[config.mk]
export PLATFORM = sky130hd
export DESIGN_NAME = wall_clock_sync_and_stamp_unit
export DESIGN_NICKNAME = d
export VERILOG_FILES = /design/src/hdl/wcs_pkg.sv /design/src/hdl/wcs_stamp_logic.sv /design/src/hdl/wall_clock_sync_and_stamp_unit.sv
export SDC_FILE = /design/constraint.sdc
export NUM_CORES = 1
export LEC_CHECK = 0
export BUFFER_PORTS_ARGS = -buffer_cell sky130_fd_sc_hd__buf_2
export CAP_MARGIN = 20
export CORE_ASPECT_RATIO = 0.7
export CORE_UTILIZATION = 55
export CTS_CLUSTER_SIZE = 8
export DETAILED_ROUTE_END_ITERATION = 12
export GPL_ROUTABILITY_DRIVEN = 0
export PLACE_DENSITY_LB_ADDON = 0.3
export SYNTH_ARGS = -nofsm -noshare
export SYNTH_HDL_FRONTEND = slang
export SYNTH_SLANG_ARGS = --single-unit
export TNS_END_PERCENT = 5
[constraint.sdc]
create_clock -name clk -period 13.7 [get_ports clk]
set_input_delay 2.74 -clock clk [delete_from_list [all_inputs] [get_ports clk]]
set_output_delay 2.74 -clock clk [all_outputs]
set_load 0.005 [all_outputs]
[src/hdl/wcs_pkg.sv]
// Package with widths, codes and shared types of the wall-clock sync and stamp unit.
`timescale 1ns / 1ps

package wcs_pkg;

    localparam int TIME_WIDTH  = 48;
    localparam int COUNT_WIDTH = 32;
    localparam int REG_INDEX_WIDTH = 2;

    typedef logic [TIME_WIDTH-1:0]      time_t;
    typedef logic [COUNT_WIDTH-1:0]     count_t;
    typedef logic [REG_INDEX_WIDTH-1:0] reg_index_t;
    typedef logic [1:0]                 quality_t;

    localparam time_t MIN_WALL_RESET   = TIME_WIDTH'(64'd1577836800000);
    localparam time_t MAX_WALL_RESET   = TIME_WIDTH'(64'd4102444800000);
    localparam time_t STALE_AFTER_RESET = TIME_WIDTH'(64'd3600000);

    localparam reg_index_t REG_MIN_WALL    = 2'd0;
    localparam reg_index_t REG_MAX_WALL    = 2'd1;
    localparam reg_index_t REG_STALE_AFTER = 2'd2;

    localparam logic ACTION_SYNC  = 1'b0;
    localparam logic ACTION_STAMP = 1'b1;

    localparam quality_t QUALITY_UNSYNC = 2'd0;
    localparam quality_t QUALITY_SYNC   = 2'd1;
    localparam quality_t QUALITY_STALE  = 2'd2;

    typedef struct packed {
        logic  action;
        time_t uptime;
        time_t wall;
    } item_t;

    typedef struct packed {
        time_t min_wall;
        time_t max_wall;
        time_t stale_after;
    } limits_t;

    typedef struct packed {
        time_t  ref_uptime;
        time_t  ref_wall;
        count_t accept_count;
        count_t reject_count;
    } ref_state_t;

    typedef struct packed {
        logic     sync_accepted;
        time_t    uptime;
        time_t    wall;
        quality_t quality;
        count_t   accepted_total;
        count_t   rejected_total;
    } result_t;

endpackage

[src/hdl/wcs_stamp_logic.sv]
// Combinational sync check, reference update and time stamp derivation for one item.
`timescale 1ns / 1ps

module wcs_stamp_logic (
    input  wcs_pkg::item_t      item,
    input  wcs_pkg::limits_t    limits,
    input  wcs_pkg::ref_state_t state,
    output wcs_pkg::ref_state_t state_next,
    output wcs_pkg::result_t    result
);

    logic          wall_lt_min;
    logic          wall_ge_max;
    logic          has_ref;
    logic          uptime_back;
    logic          ref_in_window;
    logic          stamp_ok;
    wcs_pkg::time_t age;
    wcs_pkg::time_t room;

    assign wall_lt_min   = item.wall < limits.min_wall;
    assign wall_ge_max   = item.wall >= limits.max_wall;
    assign has_ref       = state.accept_count != '0;
    assign uptime_back   = item.uptime < state.ref_uptime;
    assign ref_in_window = (state.ref_wall >= limits.min_wall)
                           && (state.ref_wall < limits.max_wall);
    assign age           = item.uptime - state.ref_uptime;
    assign room          = limits.max_wall - state.ref_wall;
    assign stamp_ok      = has_ref && !uptime_back && ref_in_window && (age < room);

    always_comb
    begin
        state_next            = state;
        result.sync_accepted  = 1'b0;
        result.uptime         = item.uptime;
        result.wall           = '0;
        result.quality        = wcs_pkg::QUALITY_UNSYNC;

        if (item.action == wcs_pkg::ACTION_SYNC)
        begin
            if (wall_lt_min || wall_ge_max || (has_ref && uptime_back))
            begin
                if (state.reject_count != '1)
                begin
                    state_next.reject_count = state.reject_count + 1'b1;
                end
            end
            else
            begin
                state_next.ref_uptime = item.uptime;
                state_next.ref_wall   = item.wall;
                if (state.accept_count != '1)
                begin
                    state_next.accept_count = state.accept_count + 1'b1;
                end
                result.sync_accepted = 1'b1;
            end
        end
        else if (stamp_ok)
        begin
            result.wall    = state.ref_wall + age;
            result.quality = (age > limits.stale_after) ? wcs_pkg::QUALITY_STALE
                                                        : wcs_pkg::QUALITY_SYNC;
        end

        result.accepted_total = state_next.accept_count;
        result.rejected_total = state_next.reject_count;
    end

endmodule

[src/hdl/wall_clock_sync_and_stamp_unit.sv]
// Top level of the wall-clock sync and stamp unit: input stage, state, limits and result stage.
`timescale 1ns / 1ps

// The unit takes one transaction per clock cycle while the output is not stalled, and returns
// exactly one result per transaction, presented from the result register after the transaction
// has passed through the input register. An accepted transaction lands in that register; while
// it is held there, the compare, subtract and add logic works on it against the stored reference
// pair and the limit registers, and when the output can take a result it updates the reference
// and counters and loads the result register. in_ready follows out_ready combinationally, so a
// stalled output stops intake only once both stages hold a transaction.
// Configuration writes are always ready; they should be issued only while the unit is idle.
// A write to an index other than the three limit registers is ignored.

module wall_clock_sync_and_stamp_unit (
    input  logic                        clk,
    input  logic                        rst_n,
    input  logic                        in_valid,
    output logic                        in_ready,
    input  logic                        action,
    input  logic [wcs_pkg::TIME_WIDTH-1:0] uptime_now,
    input  logic [wcs_pkg::TIME_WIDTH-1:0] wall_time_in,
    output logic                        out_valid,
    input  logic                        out_ready,
    output logic                        sync_accepted,
    output logic [wcs_pkg::TIME_WIDTH-1:0] stamp_uptime,
    output logic [wcs_pkg::TIME_WIDTH-1:0] stamp_wall_time,
    output logic [1:0]                  quality,
    output logic [wcs_pkg::COUNT_WIDTH-1:0] accepted_total,
    output logic [wcs_pkg::COUNT_WIDTH-1:0] rejected_total,
    input  logic                        cfg_valid,
    output logic                        cfg_ready,
    input  logic [wcs_pkg::REG_INDEX_WIDTH-1:0] cfg_index,
    input  logic [wcs_pkg::TIME_WIDTH-1:0] cfg_data
);

    logic                stage_valid_reg;
    wcs_pkg::item_t      stage_item_reg;
    logic                out_valid_reg;
    wcs_pkg::result_t    result_reg;
    wcs_pkg::result_t    result_next;
    wcs_pkg::ref_state_t state_reg;
    wcs_pkg::ref_state_t state_next;
    wcs_pkg::limits_t    limits_reg;
    logic                advance;

    assign advance   = stage_valid_reg && (!out_valid_reg || out_ready);
    assign in_ready  = !stage_valid_reg || advance;
    assign cfg_ready = 1'b1;

    wcs_stamp_logic u_stamp_logic (
        .item       (stage_item_reg),
        .limits     (limits_reg),
        .state      (state_reg),
        .state_next (state_next),
        .result     (result_next)
    );

    always_ff @(posedge clk or negedge rst_n)
    begin
        if (!rst_n)
        begin
            stage_valid_reg <= 1'b0;
            out_valid_reg   <= 1'b0;
            state_reg       <= '0;
            limits_reg.min_wall    <= wcs_pkg::MIN_WALL_RESET;
            limits_reg.max_wall    <= wcs_pkg::MAX_WALL_RESET;
            limits_reg.stale_after <= wcs_pkg::STALE_AFTER_RESET;
        end
        else
        begin
            if (in_valid && in_ready)
            begin
                stage_valid_reg <= 1'b1;
            end
            else if (advance)
            begin
                stage_valid_reg <= 1'b0;
            end

            if (advance)
            begin
                out_valid_reg <= 1'b1;
                state_reg     <= state_next;
            end
            else if (out_ready)
            begin
                out_valid_reg <= 1'b0;
            end

            if (cfg_valid && cfg_ready)
            begin
                case (cfg_index)
                    wcs_pkg::REG_MIN_WALL:    limits_reg.min_wall    <= cfg_data;
                    wcs_pkg::REG_MAX_WALL:    limits_reg.max_wall    <= cfg_data;
                    wcs_pkg::REG_STALE_AFTER: limits_reg.stale_after <= cfg_data;
                    default: ;
                endcase
            end
        end
    end

    always_ff @(posedge clk)
    begin
        if (in_valid && in_ready)
        begin
            stage_item_reg.action <= action;
            stage_item_reg.uptime <= uptime_now;
            stage_item_reg.wall   <= wall_time_in;
        end
        if (advance)
        begin
            result_reg <= result_next;
        end
    end

    assign out_valid       = out_valid_reg;
    assign sync_accepted   = result_reg.sync_accepted;
    assign stamp_uptime    = result_reg.uptime;
    assign stamp_wall_time = result_reg.wall;
    assign quality         = result_reg.quality;
    assign accepted_total  = result_reg.accepted_total;
    assign rejected_total  = result_reg.rejected_total;

endmodule

[Word level (Yosys, flattened, before mapping)]
Index checks and enable logic that the tools add are counted.
Word-level totals
  bits in registers: 566
  input port bits: 152
  output and inout bits: 166
  word-level logic and storage cells: 70
Cells by class
  add/subtract/negate cells: 5
  order comparisons: 7
  equal/unequal tests: 4
  muxes and demuxes: 11
  bitwise operators: 2
  reductions and logical operators: 23
Operators with widths (count)
  < comparator 48 bit: 4
  2-to-1 mux 32 bit: 4
  greater-or-equal comparator 48 bit: 2
  subtractor 48 bit: 2
  adder 32 x 1 -> 32 bit (second input constant): 2
  2-to-1 mux 64 bit: 1
  != test 32 bit (second input constant): 2
  adder 48 bit: 1
  > comparator 48 bit: 1
  nonzero test 32 bit: 1
  AND reduction 2 bit: 4
  logical AND 1 bit: 7
  2-to-1 mux 1 bit: 5
  logical OR 1 bit: 4
  nonzero test 2 bit: 2
  logical NOT 1 bit: 3
  AND reduction 3 bit: 1
  == test 2 x 1 -> 1 bit (second input constant): 1
  == test 2 bit (second input constant): 1
  logical NOT 2 bit: 1
  2-to-1 mux 2 bit: 1
  NOT 1 bit: 2

[Depth between registers and ports, before layout]
Gate-level depths: netlist of the first run.
  word-level depth: 6
  depth in mapped cells: 26
  mapped depth without buffers: 25

[Modules after synthesis]
A second synthesis of the first run with hierarchy kept.
Second synthesis, totals
  cells, all modules: 3453
  area total of the unflattened synthesis: 36920.4 um^2
By module, submodules not included
  wall_clock_sync_and_stamp_unit: times used 1, cells each 914, area an instance 19636.3 um^2, seq. area each 15527.4 um^2
  wcs_stamp_logic: times used 1, cells each 2539, area an instance 17284.1 um^2, seq. area each 0.0 um^2

[Least setup slack after synthesis of the first run]
No wires, ideal clock.
  path kind: input to register
  start point: input out_ready
  end point: register state_reg[30] (netlist name)
  library setup time: 136 ps
  data arrival time: 6756 ps
  required time: 13564 ps
  slack: 6808 ps
  cell stages on the path: 5
  buffers on the path: 0
  path through: nand2b_1 -> nand2_1 -> inv_1 -> nand4_1 -> xnor2_1
On the way
  word-level cells in the longest chain between the ends: 2
RTL lines
  start, declared: line wall_clock_sync_and_stamp_unit.sv:23  | input logic out_ready,
  logical OR 1 bit: line wall_clock_sync_and_stamp_unit.sv:46  | assign advance = stage_valid_reg && (!out_valid_reg || out_ready);
  logical AND 1 bit: line wall_clock_sync_and_stamp_unit.sv:46
  via advance: line wall_clock_sync_and_stamp_unit.sv:44  | logic advance;
  end signal, assigned: line wall_clock_sync_and_stamp_unit.sv:83  | state_reg <= state_next;
  end, declared: line wall_clock_sync_and_stamp_unit.sv:41  | wcs_pkg::ref_state_t state_reg;
The timed path passes the listed nets, and every way through them passes these cells.
A chain may end at the register's enable or synchronous reset.

[Final worst setup path of the first run]
  start point: register stage_item_reg[52] (netlist name)
  end point: register result_reg, in the netlist stamp_wall_time[43] (data pin)
On the way
  word-level cells in the longest chain between the ends: 6
  elaborated cells between the ends (all ways): 9
  those cells by class: 2 x add/sub; 2 x order compare; 5 x reduce/logical
RTL lines
  start, declared: line wall_clock_sync_and_stamp_unit.sv:37  | wcs_pkg::item_t stage_item_reg;
  parallel branches: the longest is 6 deep, another holds subtractor 48 bit
  end signal, assigned: line wall_clock_sync_and_stamp_unit.sv:112  | result_reg <= result_next;
  end, declared: line wall_clock_sync_and_stamp_unit.sv:39  | wcs_pkg::result_t result_reg;
Several ways; the timed one is not identified.

==> results.py, run 1 <==
metrics = {
    "hold_path": {
        "hp-start": "stage_item_reg[54]$_DFFE_PP_",
        "hold_depth": 0,
        "hold_end": "stamp_uptime[6]$_DFFE_PP_",
        "hold_path.class": "register to register",
    },
    "synth": {
        "synth_area_leaders": "edfxtp_1, dfrtp_1, ha_1",
        "synth-adder-area-share": 0.1380,
        "synth_nets": 3831,
        "seq_area_frac_synth": 0.4418,
        "synth_top_family_by_area": "adder cells",
        "ys_async_sr_fraction": 0.5406,
        "synth_top_cell_area_share": 0.2222,
        "synth_common_cells": "ha_1, inv_1, edfxtp_1, dfrtp_1, a21oi_1",
        "synth-compound-area-share": 0.1328,
        "synthSimpleGateAreaFrac": 0.1182,
        "yosys.area.top_type": "edfxtp_1",
        "yosysMostFrequentCell": "ha_1",
        "ys_warn_count": 0,
        "synthCells": 3294,
        "ys.flop_type": "edfxtp_1",
        "synth.avg_cell_area_um2": 10.67,
        "synthMuxAreaShare": 0.06337,
        "synth_seq_cells": 566,
        "synth_cell_types": 101,
        "synthesis.area_mm2": 0.03514,
        "synthXorXnorAreaFrac": 0.06163,
        "synth-edff-count": 260,
    },
    "place": {
        "placed_area_mm2": 0.03752,
        "portBuffers": 316,
        "dp_hpwl_mm": 72.05,
    },
    "critical_path": {
        "ff2ff_path_depth": 21,
        "critPathArrivalTime_ns": 7.21,
        "crit_fanout": 46,
        "r2r_setup_slack_ns": 6.92,
        "r2r-start": "stage_item_reg[52]$_DFFE_PP_",
        "required_ns": 14.13,
        "regToRegEndpoint": "stamp_wall_time[43]$_SDFFCE_PN0P_",
        "crit_type": "register to register",
        "critPathCaptureType": "register",
        "critPathLaunchType": "register",
    },
    "timing": {
        "fin_crit_sh": 0.4946,
        "rsz0062_at_grt": "no",
        "setup_viol": 0,
        "final.setup.tns_ns": 0,
        "finalCriticalPeriod_ns": 6.776,
        "fmax_mhz": 147.6,
        "final_hold_viol_count": 0,
        "relSlewSlack": 0.2243,
        "report.final.slew_viol_count": 0,
        "fin_skew_ns": 0.03137,
        "worst_slew_pin_slew_ns": 1.134,
    },
    "clocking": {
        "clock-sinks": 566,
        "clk_latency_ns": 0.65,
        "cts_resized": 0,
        "clk_pin_slew_worst_paths_ns": 0.05,
        "postCtsHoldBufs": 0,
        "cts_tree": "built",
        "cts_max_level": 3,
        "clock_path_buffers": 3,
        "cts_root_buffer": "clkbuf_16",
        "post-cts-setup-buffers": 0,
        "numCtsBuffers": 81,
    },
    "grt": {
        "antenna_found_initial": 8,
        "grt_pass1_vias": 25043,
        "grt_pass1_wl_mm": 145.3,
        "grtUsageTotal": 0.2904,
        "grt-ovfl-total": 0,
        "grt_max_degree": 138,
    },
    "finish": {
        "final_cell_area_mm2": 0.03996,
        "nNetsFinal": 4160,
        "fill_cells": 5057,
        "largest_reg_flops": 160,
        "post_route_cells_drive_above_1_share": 0.1835,
        "area_growth_pct": 13.71,
    },
    "drt": {
        "drc": 4,
        "dr.pass1.iters": 12,
        "drt_first_iter_violations": 2775,
        "routedWlPerCell_um": 21.11,
        "drt_wl_total_mm": 95.51,
        "viasPerCell": 5.935,
        "vias": 26851,
        "postRouteAntennaNets": 0,
    },
    "status": {
        "outcome": "finished, violations left",
        "violations": "design-rule violations",
    },
    "power": {
        "p_per_area_mw_per_mm2": 254.8,
        "vdd_drop_max_mv": 0.1377,
        "p_leak_uw": 0.01847,
    },
    "floorplan": {
        "initial_core_util": 0.5569,
        "die_h_um": 213.5,
        "die-area_mm2": 0.06493,
        "row_count": 77,
        "die_x_um": 304.1,
        "pin_count": 318,
        "core_area_mm2": 0.06310,
    },
    "run": {
        "max_cap_violations": 0,
    },
}
==> cell families after synthesis <==
kind of cell,after synthesis
simple gates,801
xor+xnor,244
buf+inv,386
other cells,1
mux,198
compound gates,712
fa+ha+maj,386
flops,566
==> power breakdown <==
group / leakage, uW / internal, uW / switching [uW] / total [uW]
registers: 0.00630 / 2120 / 256 / 2370
logic: 0.0110 / 2350 / 3570 / 5920
clock network: 0.00113 / 1120 / 771 / 1890
total: 0.0185 / 5580 / 4600 / 10200
==> stage by stage <==
stage / worst slack (ns) / hold slack [ns] / util / power [uW] / cells
floorplan: 6.808 / 0.4440 / - / 6406 / 3294
global placement: 7.168 / 0.4545 / 0.5946 / 7972 / 4366
detailed placement: 7.011 / 0.4685 / 0.5946 / 8062 / 4366
CTS: 6.974 / 0.4800 / 0.6324 / 10010 / 4516
global route: 6.435 / 0.4870 / 0.6332 / 10850 / 4521
finish: 6.924 / 0.4763 / 0.6333 / 10180 / 4524
==> worst max-delay path: stages, from the launching register on <==
cell and delay (ns):
edfxtp_1 0.40, ha_1 0.38, a21o_1 0.23, or3_1 0.33
o21a_1 0.35, o2111ai_4 0.34, nand4_4 0.16, a31o_2 0.28
a21boi_1 0.29, nor2b_1 0.12, o31ai_1 0.28, a21boi_0 0.70
ha_1 0.38, a21oi_1 0.17, a211oi_1 0.12, a2111oi_1 0.55
nand3_1 0.14, o221ai_1 0.27, o311ai_4 0.22, nor3_4 0.14
buf_4 0.40, nor4bb_1 0.30
==> metal layers <==
layer	track usage	wire, um	share of wire	vias to the layer above
li1	-	-	-	12622
met1	0.4357	44460	0.47	12963
met2	0.4016	38620	0.40	1123
met3	0.09083	10460	0.11	135
met4	0.07509	1926	0.020	8
met5	0	50	0.00052	-
==> layout make-up <==
type	count	area [um2]	area share
Multi-Input combinational cell	2342	18080	0.4525
Tap cell	829	1037	0.02596
Timing Repair Buffer	343	1824	0.04565
Sequential cell	566	15530	0.3886
Antenna cell	5	12.51	0.0003131
Clock buffer	142	2256	0.05645
Inverter	289	1090	0.02727
Clock inverter	8	131.4	0.003288
==> worst max-delay path by stage <==
| stage | startpoint | to | slack, ns | cells after the start |
|---|---|---|---|---|
| 2_1_floorplan | out_ready | state_reg[30]$_DFFE_PN0P_ | 6.81 | 5 |
| 3_3_place_gp | stage_item_reg[52]$_DFFE_PP_ | stamp_wall_time[41]$_SDFFCE_PN0P_ | 7.17 | 23 |
| 3_5_place_dp | stage_item_reg[52]$_DFFE_PP_ | stamp_wall_time[43]$_SDFFCE_PN0P_ | 7.01 | 23 |
| 4_1_cts | stage_item_reg[52]$_DFFE_PP_ | stamp_wall_time[43]$_SDFFCE_PN0P_ | 6.97 | 23 |
| 5_1_grt | stage_item_reg[52]$_DFFE_PP_ | stamp_wall_time[43]$_SDFFCE_PN0P_ | 6.44 | 23 |
| 6_report | stage_item_reg[52]$_DFFE_PP_ | stamp_wall_time[43]$_SDFFCE_PN0P_ | 6.92 | 21 |
==> cell usage in the layout (no fill, tap or decap), drive strengths merged, types with 24 or more instances in the layout <==
| cell type | synthesis | final |
|---|---|---|
| a21oi | 199 | 199 |
| xnor2 | 135 | 135 |
| xor2 | 107 | 107 |
| nor2 | 161 | 161 |
| dfrtp | 256 | 256 |
| nand3 | 77 | 77 |
| nor3 | 38 | 38 |
| nor4 | 24 | 24 |
| nor2b | 31 | 31 |
| and3 | 42 | 42 |
| buf | 33 | 342 |
| ha | 382 | 382 |
| nand2b | 39 | 39 |
| clkbuf | 64 | 143 |
| edfxtp | 260 | 260 |
| mux2 | 196 | 196 |
| nand2 | 185 | 185 |
| dfstp | 50 | 50 |
| inv | 289 | 294 |
| o21ai | 158 | 158 |
| and2 | 48 | 48 |
| nand4 | 95 | 95 |
| a21o | 157 | 157 |
Power figures use the tool's default switching activity.
==> inputs of run 2 (changes only) <==
==> constraint.sdc (replaced) <==
create_clock -name clk -period 5.7 [get_ports clk]
set_input_delay 1.14 -clock clk [delete_from_list [all_inputs] [get_ports clk]]
set_output_delay 1.14 -clock clk [all_outputs]
set_load 0.005 [all_outputs]
==> run 2 against run 1 <==
- the run ends with negative setup slack left
- sequential cell count is the same
- clock-buffer cell count grew 3
- register-to-register slack lost 7.0 ns
- final cell count grew 6.3%
- sequential share of layout area shrank 2.5 points
- sequential power grew 140%
- die area is the same
- critical path type unchanged
- largest cell class unchanged
- largest power group unchanged
==> results.py, run 2 (synthesis gave the netlist of run 1 again) <==
metrics = {
    "drt": {
        "vias": 28148,
        "postRouteAntennaNets": 0,
        "met1_length_mm": 46.84,
        "dr_wl_met2_mm": 40.74,
        "drt_wl_total_mm": 100.5,
        "drt_first_iter_violations": 2786,
        "drc": 0,
        "met3_wirelength_mm": 10.25,
        "viasPerCell": 5.852,
        "routedWlPerCell_um": 20.89,
        "top_layer": "met5",
        "dr.pass1.iters": 7,
    },
    "place": {
        "pre_cts_slack_ns": -0.3906,
        "portBuffers": 316,
        "placed_cells": 4635,
        "dp_hpwl_mm": 75.61,
    },
    "finish": {
        "fill_cells": 4739,
        "final_cell_mix": "ha_1, buf_2, buf_4",
        "area_growth_pct": 21.53,
        "largest_reg_flops": 160,
        "post_route_cells_drive_above_1_share": 0.2607,
        "final_common_cell": "ha_1",
        "nNetsFinal": 4446,
        "layout.cells.non_filler": 4810,
    },
    "hold_path": {
        "hold_path.class": "input pin to asynchronous set/reset pin",
    },
    "status": {
        "violations": "negative setup slack",
        "outcome": "finished, violations left",
    },
    "clocking": {
        "clk_pin_slew_worst_paths_ns": 0.05,
        "cts_max_level": 3,
        "clock-sinks": 566,
        "clock_path_buffers": 3,
        "clk_latency_ns": 0.63,
        "numCtsBuffers": 81,
        "cts_tree": "built",
        "cts_root_buffer": "clkbuf_16",
    },
    "timing": {
        "final_hold_viol_count": 0,
        "report.final.slew_viol_count": 0,
        "worst_slew_pin_slew_ns": 1.039,
        "finalCriticalPeriod_ns": 5.758,
        "rsz0062_at_grt": "yes",
        "fmax_mhz": 173.7,
        "relSlewSlack": 0.3074,
        "post-route-worst-setup-slack_ns": -0.05808,
        "fin_skew_ns": 0.02504,
        "setup_viol": 17,
        "fin_crit_sh": 1.010,
    },
    "floorplan": {
        "core_area_mm2": 0.06310,
        "die-area_mm2": 0.06493,
        "die_h_um": 213.5,
        "initial_core_util": 0.5569,
        "row_count": 77,
        "die_x_um": 304.1,
        "pin_count": 318,
    },
    "grt": {
        "grt_pass1_wl_mm": 152.8,
        "grt-ovfl-total": 0,
        "grt_pass1_vias": 26749,
        "grt_max_degree": 145,
        "grtUsageTotal": 0.3044,
        "antenna_found_initial": 9,
    },
    "critical_path": {
        "critPathCaptureType": "register",
        "cp.buffers_inverters": 4,
        "cp_slowest_cell": "edfxtp_1",
        "crit_type": "register to register",
        "crit_top_cell": "a21o_1",
        "critPathLaunchType": "register",
        "required_ns": 6.19,
        "critPathArrivalTime_ns": 6.25,
        "critPathTopFamily": "compound AO/OA/AOI/OAI gates",
        "crit_fanout": 7,
        "slowest_delay_ns": 0.44,
    },
    "power": {
        "p_leak_uw": 0.01997,
        "vdd_drop_max_mv": 0.3629,
        "p_per_area_mw_per_mm2": 644.8,
    },
    "run": {
        "max_cap_violations": 0,
    },
}
## run 2: cell count changes in the layout (fill, tap and decap cells not counted), moves of 6 or more
cell	previous run	this run
o21ai_0	152	141
buf_4	23	299
o21ai_1	5	11
a21oi_1	197	185
ha_1	382	376
a21oi_2	2	12
## run 2: layout make-up
type | count | area (um2) | share of cell area
inverters | 289 | 1090 | 0.02552
clock inverters | 3 | 33.78 | 0.0007910
flip-flops and latches | 566 | 15530 | 0.3635
diodes | 7 | 17.52 | 0.0004101
clock buffers | 145 | 2341 | 0.05481
well taps | 829 | 1037 | 0.02429
repair buffers | 629 | 4094 | 0.09585
multi-input cells | 2342 | 18570 | 0.4348
## run 2: where the power goes
| part | switching, uW | leakage [uW] | total, uW | internal (uW) |
|---|---|---|---|---|
| Clock | 1790 | 0.00113 | 4540 | 2750 |
| Sequential | 537 | 0.00630 | 5620 | 5080 |
| Combinational | 9550 | 0.0125 | 17400 | 7830 |
## run 2: repair_timing
action	4_1_cts	5_1_grt
pin swaps	21	45
resized for setup	33	75
setup endpoints to repair	50	50
gates cloned	1	2
hold buffers	0	0
buffers inserted	12	5
## run 2: per-stage QoR
stage          instance area (um2)  power, uW   TNS (ns)  hold WS, ns    util
2_1_floorplan                35140      15400          0       0.4440       -
3_3_place_gp                 39600      21290     -10.55       0.4565  0.6276
3_5_place_dp                 39600      21590     -14.27       0.4708  0.6276
4_1_cts                      42250      26520  -0.003128       0.4161  0.6696
5_1_grt                      42700      29280     -5.079       0.4519  0.6766
6_report                     42710      27540    -0.5948       0.4383  0.6768
## run 2: path summary, 6_finish.rpt
| path | from | endpoint | slack (ns) | cells after the start |
|---|---|---|---|---|
| setup / recovery | stage_item_reg[52]$_DFFE_PP_ | stamp_wall_time[39]$_SDFFCE_PN0P_ | -0.06 | 26 |
| hold / removal | rst_n | state_reg[35]$_DFFE_PN0P_ | 0.44 | 1 |
| setup reg to reg | stage_item_reg[52]$_DFFE_PP_ | stamp_wall_time[39]$_SDFFCE_PN0P_ | -0.06 | 26 |
| hold reg to reg | stage_item_reg[62]$_DFFE_PP_ | stamp_uptime[14]$_DFFE_PP_ | 0.47 | 0 |
| max in group asynchronous | rst_n | state_reg[124]$_DFFE_PN0P_ | 4.12 | 2 |
| min in group clk | stage_item_reg[62]$_DFFE_PP_ | stamp_uptime[14]$_DFFE_PP_ | 0.47 | 0 |
## run 2: metal layers
metal / up-vias / GRT usage
met4: 6 / 0.09295
met3: 157 / 0.07709
met5: - / 0
li1: 13177 / -
met2: 1195 / 0.4256
met1: 13613 / 0.4590
